## src/rtl/assert_macros.svh

```systemverilog
// Assertion helpers shared by the sparse-dense dot product RTL.
// Every check is sampled on the rising clock edge and is off while reset is held.
`ifndef ASSERT_MACROS_SVH
`define ASSERT_MACROS_SVH

// Check a property; the property may use |-> or |=>.
`define SDDP_ASSERT(label, prop, msg) \
  label: assert property (@(posedge clk) disable iff (!rst_n) prop) else $error(msg);

// Check that a condition is never true.
`define SDDP_NEVER(label, cond, msg) \
  label: assert property (@(posedge clk) disable iff (!rst_n) !(cond)) else $error(msg);

`endif

```

## src/rtl/sddp_pkg.sv

```systemverilog
`default_nettype none
package sddp_pkg;

  localparam int MAX_LENGTH_DEF = 4096;
  localparam int REQ_W          = 2;
  localparam int POS_W          = 12;
  localparam int VAL_W          = 32;
  localparam int VLEN_W         = 13;
  localparam int SUM_W          = 48;
  localparam int PROD_W         = 2 * VAL_W;
  localparam int FRAC_W         = 16;
  // Wide enough to hold any store depth up to 65536.
  localparam int EXT_W          = 17;
  localparam int OUT_DEPTH      = 4;

  localparam logic [VLEN_W-1:0] VLEN_RESET = 13'd4096;
  // 1.0 in Q16.16: the weight of a binary term.
  localparam logic signed [VAL_W-1:0] WEIGHT_ONE = 32'sh0001_0000;
  localparam logic signed [SUM_W-1:0] ACC_MAX = {1'b0, {(SUM_W-1){1'b1}}};
  localparam logic signed [SUM_W-1:0] ACC_MIN = {1'b1, {(SUM_W-1){1'b0}}};

  typedef enum logic [REQ_W-1:0] {
    REQ_LOAD     = 2'd0,
    REQ_WEIGHTED = 2'd1,
    REQ_BINARY   = 2'd2
  } req_t;

  typedef struct packed {
    logic                    valid;
    logic                    last;
    logic                    bad;
    logic signed [VAL_W-1:0] weight;
  } term_t;

  typedef struct packed {
    logic signed [SUM_W-1:0] dot_sum;
    logic                    index_error;
    logic                    overflow;
  } result_t;

endpackage
`default_nettype wire

```

## src/rtl/sddp_ofifo.sv

```systemverilog
`default_nettype none
`include "assert_macros.svh"
module sddp_ofifo #(
  parameter int DEPTH = sddp_pkg::OUT_DEPTH
) (
  input  wire logic                clk,
  input  wire logic                rst_n,
  input  wire logic                push,
  input  wire sddp_pkg::result_t   push_data,
  output logic                     pop_valid,
  input  wire logic                pop_ready,
  output sddp_pkg::result_t        pop_data
);
  import sddp_pkg::*;

  localparam int PTR_W = (DEPTH > 1) ? $clog2(DEPTH) : 1;
  localparam int CNT_W = $clog2(DEPTH + 1);

  result_t            mem [DEPTH];
  logic [PTR_W-1:0]   wr_ptr_r, wr_ptr_nxt;
  logic [PTR_W-1:0]   rd_ptr_r, rd_ptr_nxt;
  logic [CNT_W-1:0]   cnt_r, cnt_nxt;
  logic               pop;

  assign pop_valid = cnt_r != '0;
  assign pop       = pop_valid & pop_ready;
  assign pop_data  = mem[rd_ptr_r];

  always_comb begin
    wr_ptr_nxt = wr_ptr_r;
    rd_ptr_nxt = rd_ptr_r;
    if (push) begin
      wr_ptr_nxt = (wr_ptr_r == PTR_W'(DEPTH - 1)) ? '0 : wr_ptr_r + 1'b1;
    end
    if (pop) begin
      rd_ptr_nxt = (rd_ptr_r == PTR_W'(DEPTH - 1)) ? '0 : rd_ptr_r + 1'b1;
    end
    cnt_nxt = cnt_r + CNT_W'(push) - CNT_W'(pop);
  end

  always_ff @(posedge clk) begin
    if (!rst_n) begin
      wr_ptr_r <= '0;
      rd_ptr_r <= '0;
      cnt_r    <= '0;
    end else begin
      wr_ptr_r <= wr_ptr_nxt;
      rd_ptr_r <= rd_ptr_nxt;
      cnt_r    <= cnt_nxt;
    end
  end

  always_ff @(posedge clk) begin
    if (push) begin
      mem[wr_ptr_r] <= push_data;
    end
  end

  `SDDP_NEVER(a_no_overflow, push && !pop && (cnt_r == CNT_W'(DEPTH)), "result queue overflow")

endmodule
`default_nettype wire

```

## config.mk

```make
export PLATFORM = sky130hd
export DESIGN_NAME = sddp_ofifo
export DESIGN_NICKNAME = d
export VERILOG_FILES = /design/src/rtl/sddp_pkg.sv /design/src/rtl/sddp_ofifo.sv
export VERILOG_INCLUDE_DIRS = /design/src /design/src/rtl
export SDC_FILE = /design/constraint.sdc
export NUM_CORES = 1
export LEC_CHECK = 0
export ABC_AREA = 0
export BUFFER_PORTS_ARGS = -buffer_cell sky130_fd_sc_hd__buf_2
export CAP_MARGIN = 20
export CORE_MARGIN = 10
export CORE_UTILIZATION = 61
export CTS_BUF_LIST = sky130_fd_sc_hd__clkbuf_4 sky130_fd_sc_hd__clkbuf_8 sky130_fd_sc_hd__clkbuf_16
export DETAILED_ROUTE_END_ITERATION = 10
export HOLD_SLACK_MARGIN = 0.03
export PLACE_DENSITY_LB_ADDON = 0.05
export SLEW_MARGIN = 25
export SYNTH_ARGS = -nofsm -noshare
export SYNTH_HDL_FRONTEND = slang
export SYNTH_SLANG_ARGS = --single-unit
```

## constraint.sdc

```tcl
create_clock -name clk -period 4.8 [get_ports clk]
set_input_delay 0.96 -clock clk [delete_from_list [all_inputs] [get_ports clk]]
set_output_delay 0.96 -clock clk [all_outputs]
set_load 0.005 [all_outputs]
```

======== After elaboration in Yosys (flattened, before gate mapping) ========
Memories as Yosys holds them, arrays and structs flattened. A register that Yosys moved wholly into a read port is not among the register bits.
Index checks and enable logic that the tools add are counted.
operators by class
  add/subtract/negate cells ............... 4
  equality and inequality tests ........... 2
  multiplexer cells ....................... 6
  bitwise logic cells ..................... 1
  reduce and logical (&&, ||, !) cells .... 1
operators by type and width
  operator             number
  $mux 2               4
  $add 2x1->2 const B  2
  $eq 2x2->1 const B   2
  $add 3x1->3          1
  $reduce_bool 3->1    1
  $sub 3x1->3          1
  $mux 1               2
  $and 1x1->1          1
storage, ports and cells
  register bits after elaboration ......... 7
  RAM bits ................................ 200
  output and inout port bits .............. 51
  logic and storage cells ................. 18
  memories kept ........................... 1
memories
  name  depth  width  rd ports  clocked after memory_dff  write ports  line              text
  mem   4      50     1         1                         1            sddp_ofifo.sv:19  result_t mem [DEPTH];

======== Logic depth before layout (Yosys ltp) ========
  depth after elaboration ................. 4
  depth in mapped cells ................... 8

======== Worst setup path before layout ========
OpenSTA, ideal clock, no wires.
  path type ............................... input -> register
  from .................................... input push
  to ...................................... memory mem[0][0] (netlist name), enable pin
  data arrival time ....................... 2.154 ns
  required time ........................... 4.387 ns
  path slack .............................. 2.233 ns
  stages on the path ...................... 1
  cell sequence ........................... and2_1
between the ends
  longest elaborated chain between the ends .. 2
RTL lines
  what                          line              text
  from (decl)                   sddp_ofifo.sv:8   input wire logic push,
  $mux 1                        sddp_ofifo.sv:54  if (push) begin
  $mux 1 (implied by the code)  sddp_ofifo.sv:55  mem[wr_ptr_r] <= push_data;
  to (decl)                     sddp_ofifo.sv:19
Every way passes these cells.

==> impl_metrics.env <==
export IMPL_root_buffer="clkbuf_16"
export IMPL_power_switching_uw=966.9
export IMPL_row_count=41
export IMPL_netlist_top_cells_area="edfxtp_1 (78%), mux4_2 (15%), dfxtp_1 (2.3%), buf_12 (1.3%), ha_1 (1.1%)"
export IMPL_tritoncts="yes"
export IMPL_syn_to_final_growth_pct=17.09
export IMPL_dr_pass1_iters=4
export IMPL_cts_resized=0
export IMPL_cts_clk_slew_worst_paths_ns=0.06
export IMPL_coreArea_um2=12520
export IMPL_p_leak_uw=0.003105
export IMPL_clock_sinks=209
export IMPL_synth_enable_flop_cells=200
export IMPL_hold_path_class="flop to flop"
export IMPL_seqPwrFrac_pct=50.1
export IMPL_antenna_found_initial=2
export IMPL_yosysMostFrequentCell="edfxtp_1"
export IMPL_max_freq_mhz=307.9
export IMPL_vias=3451
export IMPL_place_gp_congestion=0.6811
export IMPL_port_buffers=104
export IMPL_drv_cap=0
export IMPL_routed_wl_um=13470
export IMPL_h_tree_depth=1
export IMPL_numCtsBuffers=21
export IMPL_cts_hold_buf=0
export IMPL_final_hold_viol_count=0
export IMPL_p_clk_share_pct=34.5
export IMPL_dieArea_um2=17580
export IMPL_avgSynthCellArea_um2=25.27
export IMPL_crit_required_ns=3.84
export IMPL_p_comb_share_pct=15.4
export IMPL_drv_slew=0
export IMPL_final_util_pct=72.33
export IMPL_layout_nets=491
export IMPL_endpoint_kind="output pin"
export IMPL_drt_iter0_drc=265
export IMPL_io_pins=105
export IMPL_avgViaCountPerCell=5.630
export IMPL_antenna_cells=0
export IMPL_crit_arrival_ns=2.29
export IMPL_grt_max_degree=36
export IMPL_clk_latency_ns=0.48
export IMPL_ys_ff_latch=209
export IMPL_swShare_pct=22.14
export IMPL_synth_nets=368
export IMPL_synthArstFlopShare_pct=0
export IMPL_cts_max_path_buffers=3
export IMPL_synthCells=306
export IMPL_drtAntennaViolNets=0
export IMPL_drc=0
export IMPL_fin_crit_ns=3.248
export IMPL_mappedNetlistArea_um2=7732
export IMPL_grt_pass1_wl_um=20980
export IMPL_drive_gt1_share_pct=46.03
export IMPL_start_util_pct=61.78
export IMPL_ys_seq_area_share_pct=80.00
export IMPL_yosys_top_cells_count="edfxtp_1 (200), mux4_2 (50), dfxtp_1 (9), ha_1 (7), inv_1 (6)"
export IMPL_outcome="completed"
export IMPL_p_int_uw=3400
export IMPL_grt_pass1_vias=3751
export IMPL_post_cts_buffers=0
export IMPL_ys_flop_type="edfxtp_1"
export IMPL_finalSetupTns_ns=0
export IMPL_finalCritPeriodShare_pct=67.66
export IMPL_fillers=785
export IMPL_critical_path_class="flop to output pin"
export IMPL_die_h_um=132.6
export IMPL_rsz0062_at_grt="no"
export IMPL_netlist_area_leader_share_pct=77.67
export IMPL_start_kind="flop"
export IMPL_grt_use_total_pct=15.15
export IMPL_yosys_warnings=0
export IMPL_fin_skew_ns=0.01051
export IMPL_ir_drop_mv=0.3484
export IMPL_fp_dieW_um=132.6
export IMPL_worst_slew_pin_slew_ns=0.9756
export IMPL_synth_distinct_cells=20
export IMPL_worstPathMaxFanout=28
export IMPL_max_slew_margin_rel_pct=34.96
export IMPL_yosysTopAreaCell="edfxtp_1"
export IMPL_wire_per_inst_um=21.98
export IMPL_powerDensity_nw_per_um2=482.4
export IMPL_finalSetupViolations=0
export IMPL_grt_remaining_overflow=0
export IMPL_hpwl_um=8419
## registers in the layout (all words and copies together) (netlist names), named ones only
register and count:
mem 200, cnt_r 3, rd_ptr_r 2, wr_ptr_r 2
## through the flow
stage	total power, µW	hold WS, ns	instances	instance area, µm²	worst slack (ns)
2_1_floorplan	2692	0.4608	306	7732	2.233
3_3_place_gp	2894	0.4674	577	8391	1.929
6_report	4367	0.4888	613	9054	1.552
5_1_grt	4543	0.5061	613	9054	1.433
4_1_cts	4428	0.4917	613	9054	1.498
3_5_place_dp	2924	0.4792	578	8411	1.999
## final timing paths
path | startpoint | end | slack, ns | cells after the start
worst max-delay path | flop | pop_data[37] | 1.55 | 3
worst min-delay path | rd_ptr_r[0] | flop | 0.49 | 2
worst max register to register | wr_ptr_r[0] | mem[3][20] | 2.74 | 3
worst min register to register | rd_ptr_r[0] | flop | 0.49 | 2
## final cells by class
type	count	area [µm²]	share of cell area [%]
clock buffer	30	593.1	6.551
clock inverter	5	50.05	0.5528
inverter	6	22.52	0.2488
multi-input combinational	79	1389	15.34
sequential	209	6191	68.38
tap	172	215.2	2.377
timing repair buffer	112	593.1	6.551
## layout by cell type, fill, tap and decap left out
cell type	count
or3b_2	2
and2_1	1
fa_1	1
bufinv_16	1
nand2b_1	1
buf_4	7
a21oi_1	1
mux2i_1	3
clkinv_1	2
clkbuf_16	21
clkinv_2	1
buf_2	104
edfxtp_1	200
dfxtp_1	7
clkbuf_4	9
ha_1	7
dfxtp_4	1
nand2_1	3
or3_1	1
o31a_1	1
nor2_1	3
dfxtp_2	1
mux4_2	50
xnor3_1	1
clkinvlp_4	1
buf_12	1
and2_2	4
inv_1	6
## worst max-delay path, stage by stage (launching register included)
cell,delay (ns)
dfxtp_2,0.75
buf_4,0.50
mux4_2,0.40
buf_2,0.15
## metal layers
layer  vias to the layer above  track usage (%)  part of all wire (%)
li1                       1536                -                     -
met1                      1794            19.27                    41
met2                        93            24.83                    50
met3                        24            4.580                   6.0
met4                         4            4.279                   2.4
met5                         -                0                  0.15
## logic make-up after synthesis
family | count (synthesis) | share of synthesized area [%]
compound gates | 2 | 0.1780
xor+xnor | 1 | 0.2912
fa+ha+maj | 8 | 1.392
buf+inv | 18 | 2.103
flops | 209 | 80.00
mux | 53 | 14.95
simple gates | 15 | 1.084
## power by group through the flow
| stage | Combinational (µW) | Sequential (µW) | Clock (µW) |
|---|---|---|---|
| floorplan | 540 | 2150 | 0 |
| global placement | 626 | 2270 | 0 |
| detailed placement | 690 | 2230 | 0 |
| CTS | 694 | 2200 | 1540 |
| global route | 732 | 2210 | 1600 |
| finish | 672 | 2190 | 1510 |
Power figures use the tool's default switching activity.
