**src/rtl/assert_macros.svh**
```systemverilog
// Assertion helpers shared by the sparse-dense dot product RTL.
// Every check is sampled on the rising clock edge and is off while reset is held.
`ifndef ASSERT_MACROS_SVH
`define ASSERT_MACROS_SVH

// Check a property; the property may use |-> or |=>.
`define SDDP_ASSERT(label, prop, msg) \
  label: assert property (@(posedge clk) disable iff (!rst_n) prop) else $error(msg);

// Check that a condition is never true.
`define SDDP_NEVER(label, cond, msg) \
  label: assert property (@(posedge clk) disable iff (!rst_n) !(cond)) else $error(msg);

`endif

```
**src/rtl/sddp_pkg.sv**
```systemverilog
`default_nettype none
package sddp_pkg;

  localparam int MAX_LENGTH_DEF = 4096;
  localparam int REQ_W          = 2;
  localparam int POS_W          = 12;
  localparam int VAL_W          = 32;
  localparam int VLEN_W         = 13;
  localparam int SUM_W          = 48;
  localparam int PROD_W         = 2 * VAL_W;
  localparam int FRAC_W         = 16;
  // Wide enough to hold any store depth up to 65536.
  localparam int EXT_W          = 17;
  localparam int OUT_DEPTH      = 4;

  localparam logic [VLEN_W-1:0] VLEN_RESET = 13'd4096;
  // 1.0 in Q16.16: the weight of a binary term.
  localparam logic signed [VAL_W-1:0] WEIGHT_ONE = 32'sh0001_0000;
  localparam logic signed [SUM_W-1:0] ACC_MAX = {1'b0, {(SUM_W-1){1'b1}}};
  localparam logic signed [SUM_W-1:0] ACC_MIN = {1'b1, {(SUM_W-1){1'b0}}};

  typedef enum logic [REQ_W-1:0] {
    REQ_LOAD     = 2'd0,
    REQ_WEIGHTED = 2'd1,
    REQ_BINARY   = 2'd2
  } req_t;

  typedef struct packed {
    logic                    valid;
    logic                    last;
    logic                    bad;
    logic signed [VAL_W-1:0] weight;
  } term_t;

  typedef struct packed {
    logic signed [SUM_W-1:0] dot_sum;
    logic                    index_error;
    logic                    overflow;
  } result_t;

endpackage
`default_nettype wire

```
**src/rtl/sddp_mac.sv**
```systemverilog
`default_nettype none
`include "assert_macros.svh"
module sddp_mac (
  input  wire logic                              clk,
  input  wire logic                              rst_n,
  input  wire sddp_pkg::term_t                   term_in,
  input  wire logic signed [sddp_pkg::VAL_W-1:0] rd_data,
  output logic                                   res_valid,
  output sddp_pkg::result_t                      res
);
  import sddp_pkg::*;

  term_t                    s1_r;
  logic                     s2_valid_r, s2_last_r, s2_bad_r;
  logic signed [PROD_W-1:0] prod_r, prod_nxt;
  logic signed [SUM_W-1:0]  acc_r, acc_nxt;
  logic                     err_r, err_nxt;
  logic                     sat_r, sat_nxt;
  logic signed [SUM_W-1:0]  term48;
  logic signed [SUM_W:0]    sum49;
  logic signed [SUM_W-1:0]  sum48;
  logic                     clamp;

  // Store data arrives in the cycle after the read; the term info waits in s1_r.
  assign prod_nxt = $signed(s1_r.weight) * $signed(rd_data);

  // Arithmetic shift gives the floor of the Q32.32 product in Q32.16.
  assign term48 = prod_r[PROD_W-1:FRAC_W];
  assign sum49  = {acc_r[SUM_W-1], acc_r} + {term48[SUM_W-1], term48};
  assign clamp  = sum49[SUM_W] != sum49[SUM_W-1];

  always_comb begin
    if (clamp) begin
      sum48 = sum49[SUM_W] ? ACC_MIN : ACC_MAX;
    end else begin
      sum48 = sum49[SUM_W-1:0];
    end
  end

  always_comb begin
    acc_nxt   = acc_r;
    err_nxt   = err_r;
    sat_nxt   = sat_r;
    res_valid = 1'b0;
    res       = '0;
    if (s2_valid_r) begin
      if (s2_bad_r) begin
        err_nxt = 1'b1;
      end else begin
        acc_nxt = sum48;
        if (clamp) begin
          sat_nxt = 1'b1;
        end
      end
      res.dot_sum     = acc_nxt;
      res.index_error = err_nxt;
      res.overflow    = sat_nxt;
      if (s2_last_r) begin
        // Emit the sum and start the next vector from zero.
        res_valid = 1'b1;
        acc_nxt   = '0;
        err_nxt   = 1'b0;
        sat_nxt   = 1'b0;
      end
    end
  end

  always_ff @(posedge clk) begin
    if (!rst_n) begin
      s1_r       <= '0;
      s2_valid_r <= 1'b0;
      s2_last_r  <= 1'b0;
      s2_bad_r   <= 1'b0;
      acc_r      <= '0;
      err_r      <= 1'b0;
      sat_r      <= 1'b0;
    end else begin
      s1_r       <= term_in;
      s2_valid_r <= s1_r.valid;
      s2_last_r  <= s1_r.last;
      s2_bad_r   <= s1_r.bad;
      acc_r      <= acc_nxt;
      err_r      <= err_nxt;
      sat_r      <= sat_nxt;
    end
  end

  always_ff @(posedge clk) begin
    prod_r <= prod_nxt;
  end

  `SDDP_ASSERT(a_bad_term_holds_acc, (s2_valid_r && s2_bad_r && !s2_last_r) |=> $stable(acc_r), "bad term changed the accumulator")
  `SDDP_ASSERT(a_result_clears_acc, res_valid |=> (acc_r == '0 && !err_r && !sat_r), "accumulator not cleared after result")

endmodule
`default_nettype wire

```
**config.mk**
```make
export PLATFORM = sky130hd
export DESIGN_NAME = sddp_mac
export DESIGN_NICKNAME = d
export VERILOG_FILES = /design/src/rtl/sddp_pkg.sv /design/src/rtl/sddp_mac.sv
export VERILOG_INCLUDE_DIRS = /design/src /design/src/rtl
export SDC_FILE = /design/constraint.sdc
export NUM_CORES = 2
export LEC_CHECK = 0
export ABC_AREA = 1
export BUFFER_PORTS_ARGS = -buffer_cell sky130_fd_sc_hd__buf_2
export CELL_PAD_IN_SITES_DETAIL_PLACEMENT = 1
export CELL_PAD_IN_SITES_GLOBAL_PLACEMENT = 1
export CORE_ASPECT_RATIO = 1.75
export CORE_MARGIN = 3
export CORE_UTILIZATION = 50
export CTS_CLUSTER_DIAMETER = 80
export DETAILED_ROUTE_END_ITERATION = 7
export PLACE_DENSITY_LB_ADDON = 0.1
export RECOVER_POWER = 100
export SLEW_MARGIN = 0
export SYNTH_ARGS = -nofsm -noshare
export SYNTH_HDL_FRONTEND = slang
export SYNTH_SLANG_ARGS = --single-unit
```
**constraint.sdc**
```tcl
create_clock -name clk -period 21.3 [get_ports clk]
set_input_delay 4.26 -clock clk [delete_from_list [all_inputs] [get_ports clk]]
set_output_delay 4.26 -clock clk [all_outputs]
set_load 0.005 [all_outputs]
```
* Yosys cells after proc, flatten, opt, wreduce, memory -nomap -nowiden *
Cells that the tools add are included.

storage, ports and cells
  register bits = 152
  latch bits = 0
  memory bits (writable) = 0
  memory bits (read-only) = 0
  logic and storage cells = 26
  memories = 0

cells by class
  add/sub/neg operators = 1
  multiply operators = 1
  div/mod/pow operators = 0
  order comparisons = 0
  equality and inequality tests = 1
  shift-type cells = 0
  muxes and demuxes = 12
  bitwise gates (word level) = 0
  reduce and logical (&&, ||, !) cells = 0

operators by type and width
  kind                          number
  2-to-1 mux 48 bit             4
  multiplier 32 x 32 -> 64 bit  1
  2-to-1 mux 50 bit             1
  adder 48 x 48 -> 49 bit       1
  2-to-1 mux 1 bit              7
  inequality test 1 bit         1

* Longest topological paths before layout *
  word-level depth = 5
  mapped depth = 30

* Worst setup path before layout *
OpenSTA, ideal clock, no wires.

  path kind = input -> register
  from = input rd_data[0] in the netlist's numbering
  to = register prod_r[59]
  library setup time = 0.112 ns
  arrival = 10.877 ns
  data required time = 21.188 ns
  path slack = 10.310 ns
  stages on the path = 25
  buffers on the path = 1
  path through = clkbuf_1 nand2_1 inv_1 ha_1 fa_1 fa_1 inv_1 fa_1 inv_1 fa_1 fa_1 inv_1 fa_1 fa_1 inv_1 ha_1 a21oi_1 o21a_1 o21ai_0 inv_1 o21ai_0 a221oi_1 nand2_1 nand2_1 nand2_1

on the way
  cells in the longest elaborated chain, start to end = 1

RTL lines
  element                       RTL line        source
  from (decl)                   sddp_mac.sv:7   input wire logic signed [sddp_pkg::VAL_W-1:0] rd_data,
  multiplier 32 x 32 -> 64 bit  sddp_mac.sv:25  assign prod_nxt = $signed(s1_r.weight) * $signed(rd_data);
  named net prod_nxt[59]        sddp_mac.sv:15  logic signed [PROD_W-1:0] prod_r, prod_nxt;
  to (signal assigned)          sddp_mac.sv:89  prod_r <= prod_nxt;
  to (decl)                     sddp_mac.sv:15

The timed path passes the listed nets, and every way through them passes these cells.
A chain may end at the register's enable or synchronous reset.

* Final worst setup path *
  from = input rd_data[6] in the netlist's numbering
  to = register prod_r[60]

The elaborated chain is that of the path after synthesis.

==> results by stage <==
STA:
- For the final database, setup skew stands at 0.0162 ns.
- The final number of hold-violating endpoints is 0.
- The maximum clock rate is 78.5 MHz.
- Of the available clock period, the critical path in the final layout requires about three fifths.
- The tightest hold path in the finished design has a slack of roughly 0.42 ns.
- The max-slew violation count is 250.
- The measured slew at the worst slew-check pin is 3.35 ns.
- Setup repair after global routing left no endpoint under its margin.
- Setup violations remaining at the end of the flow were counted as 0.
- The setup TNS is 0 ns.
- The post-route minimum period is 12.75 ns.
- In this run the tightest slew margin relative to its limit is -123%.

Logic synthesis:
- The number of storage elements in the synthesis netlist is 136.
- The share of synthesized area in the top cell type comes to 46.7%.
- The commonest cells after synthesis are inv_1, nand2_1, fa_1, nor2_1, ha_1.
- After synthesis, the mean cell area works out to 7.59 µm².
- Among all cell types in the netlist, the one instantiated most often is inv_1.
- Of the synthesized area, sequential elements account for 5.87%.
- Yosys attributes the largest share of cell area to fa_1, inv_1, nand2_1.
- In this run, synthesis inferred 0 flip-flops with an integrated enable.
- The cell type with the highest aggregate area in the netlist is fa_1.
- The async set or reset register ratio after synthesis is 0%.
- For this run, the leading register cell type out of synthesis is dfxtp_1.
- The number of nets in the synthesized netlist is 7,490.
- The Yosys step of the flow raised 0 warnings.
- The area of the mapped netlist is 46,400 µm².
- The number of distinct library cells after synthesis is 44.
- Synthesis produced a netlist whose cell count is 6,111.

Clock network:
- Buffers added to address setup during post-CTS repair amount to 0.
- TritonCTS built the clock tree.
- TritonCTS created 17 clock buffers.
- The H-tree level count is 4.
- In this run the clock root is driven by a clkbuf_16.
- The hold-fix buffer count after cts is 0.
- Gates resized during post-CTS repair numbered 0.
- The later pin in the worst-skew pair is clocked with a latency of 0.52 ns.
- The number of sinks on the clock net is 136.
- The clock tree buffer depth is 2.
- The clock-pin transition on the worst setup and hold timing paths is 0.07 ns.

Worst setup path:
- For the worst setup path, the data arrival time is 13.19 ns.
- The maximum fanout encountered on the critical timing path is 32.
- The worst path buffer plus inverter count is 9.
- The startpoint class of the critical path is an input pin.
- The worst setup path is captured at a flip-flop.
- The largest individual stage delay along the critical path comes from the cell clkbuf_1.
- In this design, the largest share of critical-path delay is due to adder cells.
- STA puts the critical path data required time at 21.75 ns.
- The critical path start-end classification is input pin to flip-flop.
- The maximum single-stage delay on the critical path is 1.33 ns.

Routing:
- After detailed routing, the number of vias per cell comes to 5.34.
- Detailed routing inserted a total of between 30,000 and 40,000 vias.
- After detailed routing, the average wire length per cell comes to ~22 µm.
- For this run, the detailed router's first-pass iteration total came to 5.
- In this run the remaining antenna-violating nets after routing total 0.
- Summed over all layers, the routed wires come to 161,000 µm.
- After detailed routing, the number of remaining DRC violations is 0.
- The count of routing violations after the opening detailed-route iteration is 1,526.

Die:
- Pin placement for this block handled 120 I/O pins.
- The floorplan has roughly 150 rows.
- The horizontal extent of the die is 236 µm.
- The total core area is between 90,000 and 100,000 µm².
- The initial core utilization is 50.4%.
- The floorplan step set the die height to 409 µm.
- The die covers 96,600 µm².

GRT:
- Global routing used between 30% and 40% of the available tracks.
- The number of antenna violations at the first check in global routing is 2.
- The largest net degree at the start of global routing is 77.
- The first global-routing pass estimated roughly 250,000 µm of wire.
- The number of global-route vias before repair is 45,400.
- The overall overflow remaining after global route is 0.

Placed design:
- Port buffering added 119 buffers.
- Routability-driven placement finished with a final weighted congestion of between 0.9 and 1.
- The HPWL after detailed placement is 135,000 µm.

Layout:
- The area added between synthesis and finish is 4.48%.
- The net count of the finished layout is 7,446.
- The layout filler cell count is 11,700.
- Of the cells placed in the final design, the portion with a size suffix greater than 1 is 3.65%.

Run:
- The count of max-cap constraint violations is 6.

Min path:
- The min-delay analysis places its worst path in the category flip-flop to flip-flop.

Run status:
- The checks that failed: capacitance limit, slew limit.
- The flow ran to the end, but the final reports show violations.
==> metrics by stage <==
| step | instances | instance area [µm²] | setup slack (ns) | util, % |
|---|---|---|---|---|
| 2_1_floorplan | 6111 | 46400 | 10.31 | - |
| 3_3_place_gp | 7240 | 47900 | 9.07 | 52.1 |
| 3_5_place_dp | 7240 | 47900 | 8.89 | 52.1 |
| 4_1_cts | 7272 | 48500 | 9.45 | 52.8 |
| 5_1_grt | 7272 | 48500 | 8.21 | 52.7 |
| 6_report | 7273 | 48500 | 8.55 | 52.7 |
==> state kept, by name, summed over array words and instances (netlist names) <==
signal / count
err_r: 1
s2_valid_r: 1
sat_r: 1
s2_bad_r: 1
s2_last_r: 1
s1_r: 35
prod_r: 48
acc_r: 48
==> final timing paths <==
kind | start | endpoint | cells past startpoint | slack, ns
min | s1_r[34] | s2_valid_r | 2 | 0.42
min reg2reg | s1_r[34] | s2_valid_r | 2 | 0.42
max reg2reg | s1_r[31] | prod_r[60] | 25 | 12.86
max | rd_data[6] | prod_r[60] | 27 | 8.55
==> metal layers <==
metal  vias up  wire, µm  track usage [%]
met1     20100     55500             36.2
li1      17200         -                -
met2      1062     88000             65.5
met3       534      5480             3.65
met5         -         0                0
met4         0     11700             20.9
==> cells in the final DEF, fill, tap and decap left out, types with 4 or more instances in the layout <==
| cell type | count |
|---|---|
| inv_1 | 1788 |
| clkbuf_16 | 17 |
| buf_4 | 54 |
| xor2_1 | 41 |
| nand4_1 | 50 |
| inv_2 | 8 |
| nor2_2 | 4 |
| clkbuf_1 | 34 |
| nand3_1 | 116 |
| nor3_1 | 18 |
| ha_1 | 228 |
| a31oi_1 | 17 |
| fa_1 | 1082 |
| dfxtp_1 | 133 |
| clkinv_4 | 5 |
| a21oi_1 | 194 |
| a21o_1 | 4 |
| nand3_2 | 20 |
| nand2_1 | 1634 |
| xnor2_1 | 44 |
| nor4_1 | 7 |
| or2_2 | 7 |
| nand3b_1 | 5 |
| nor2_1 | 328 |
| o21a_1 | 11 |
| o21ai_0 | 63 |
| and3_1 | 31 |
| clkbuf_2 | 6 |
| buf_2 | 82 |
| o21bai_1 | 13 |
==> logic make-up after synthesis <==
family                   synth area share (%)
flip-flops                               5.87
AND/OR/NAND/NOR                          19.4
XOR/XNOR                                 1.61
buffers and inverters                    16.6
adder cells (fa/ha/maj)                  52.9
AO/OA/AOI/OAI                            3.69
==> worst register-to-register path: cells and delay by family, from the launching register on <==
family / cells / cell delay, ns
fa+ha+maj: 9 / 5.01
buf+inv: 7 / 1.45
simple gates: 6 / 0.80
compound gates: 2 / 0.63
flops: 1 / 0.31
xor+xnor: 1 / 0.15
==> layout make-up <==
class / count / area (µm²) / share of cell area, %
Inverter: 1797 / 6750 / 13.9
Antenna cell: 1 / 2.50 / 0.00516
Timing Repair Buffer: 176 / 973 / 2.01
Clock inverter: 13 / 135 / 0.279
Clock buffer: 19 / 453 / 0.935
Sequential cell: 136 / 2730 / 5.63
Multi-Input combinational cell: 3939 / 35900 / 74.1
Tap cell: 1192 / 1490 / 3.08
Power is not shown: default switching activity piles up to over one toggle a cycle in this logic, so the estimate is an artifact.
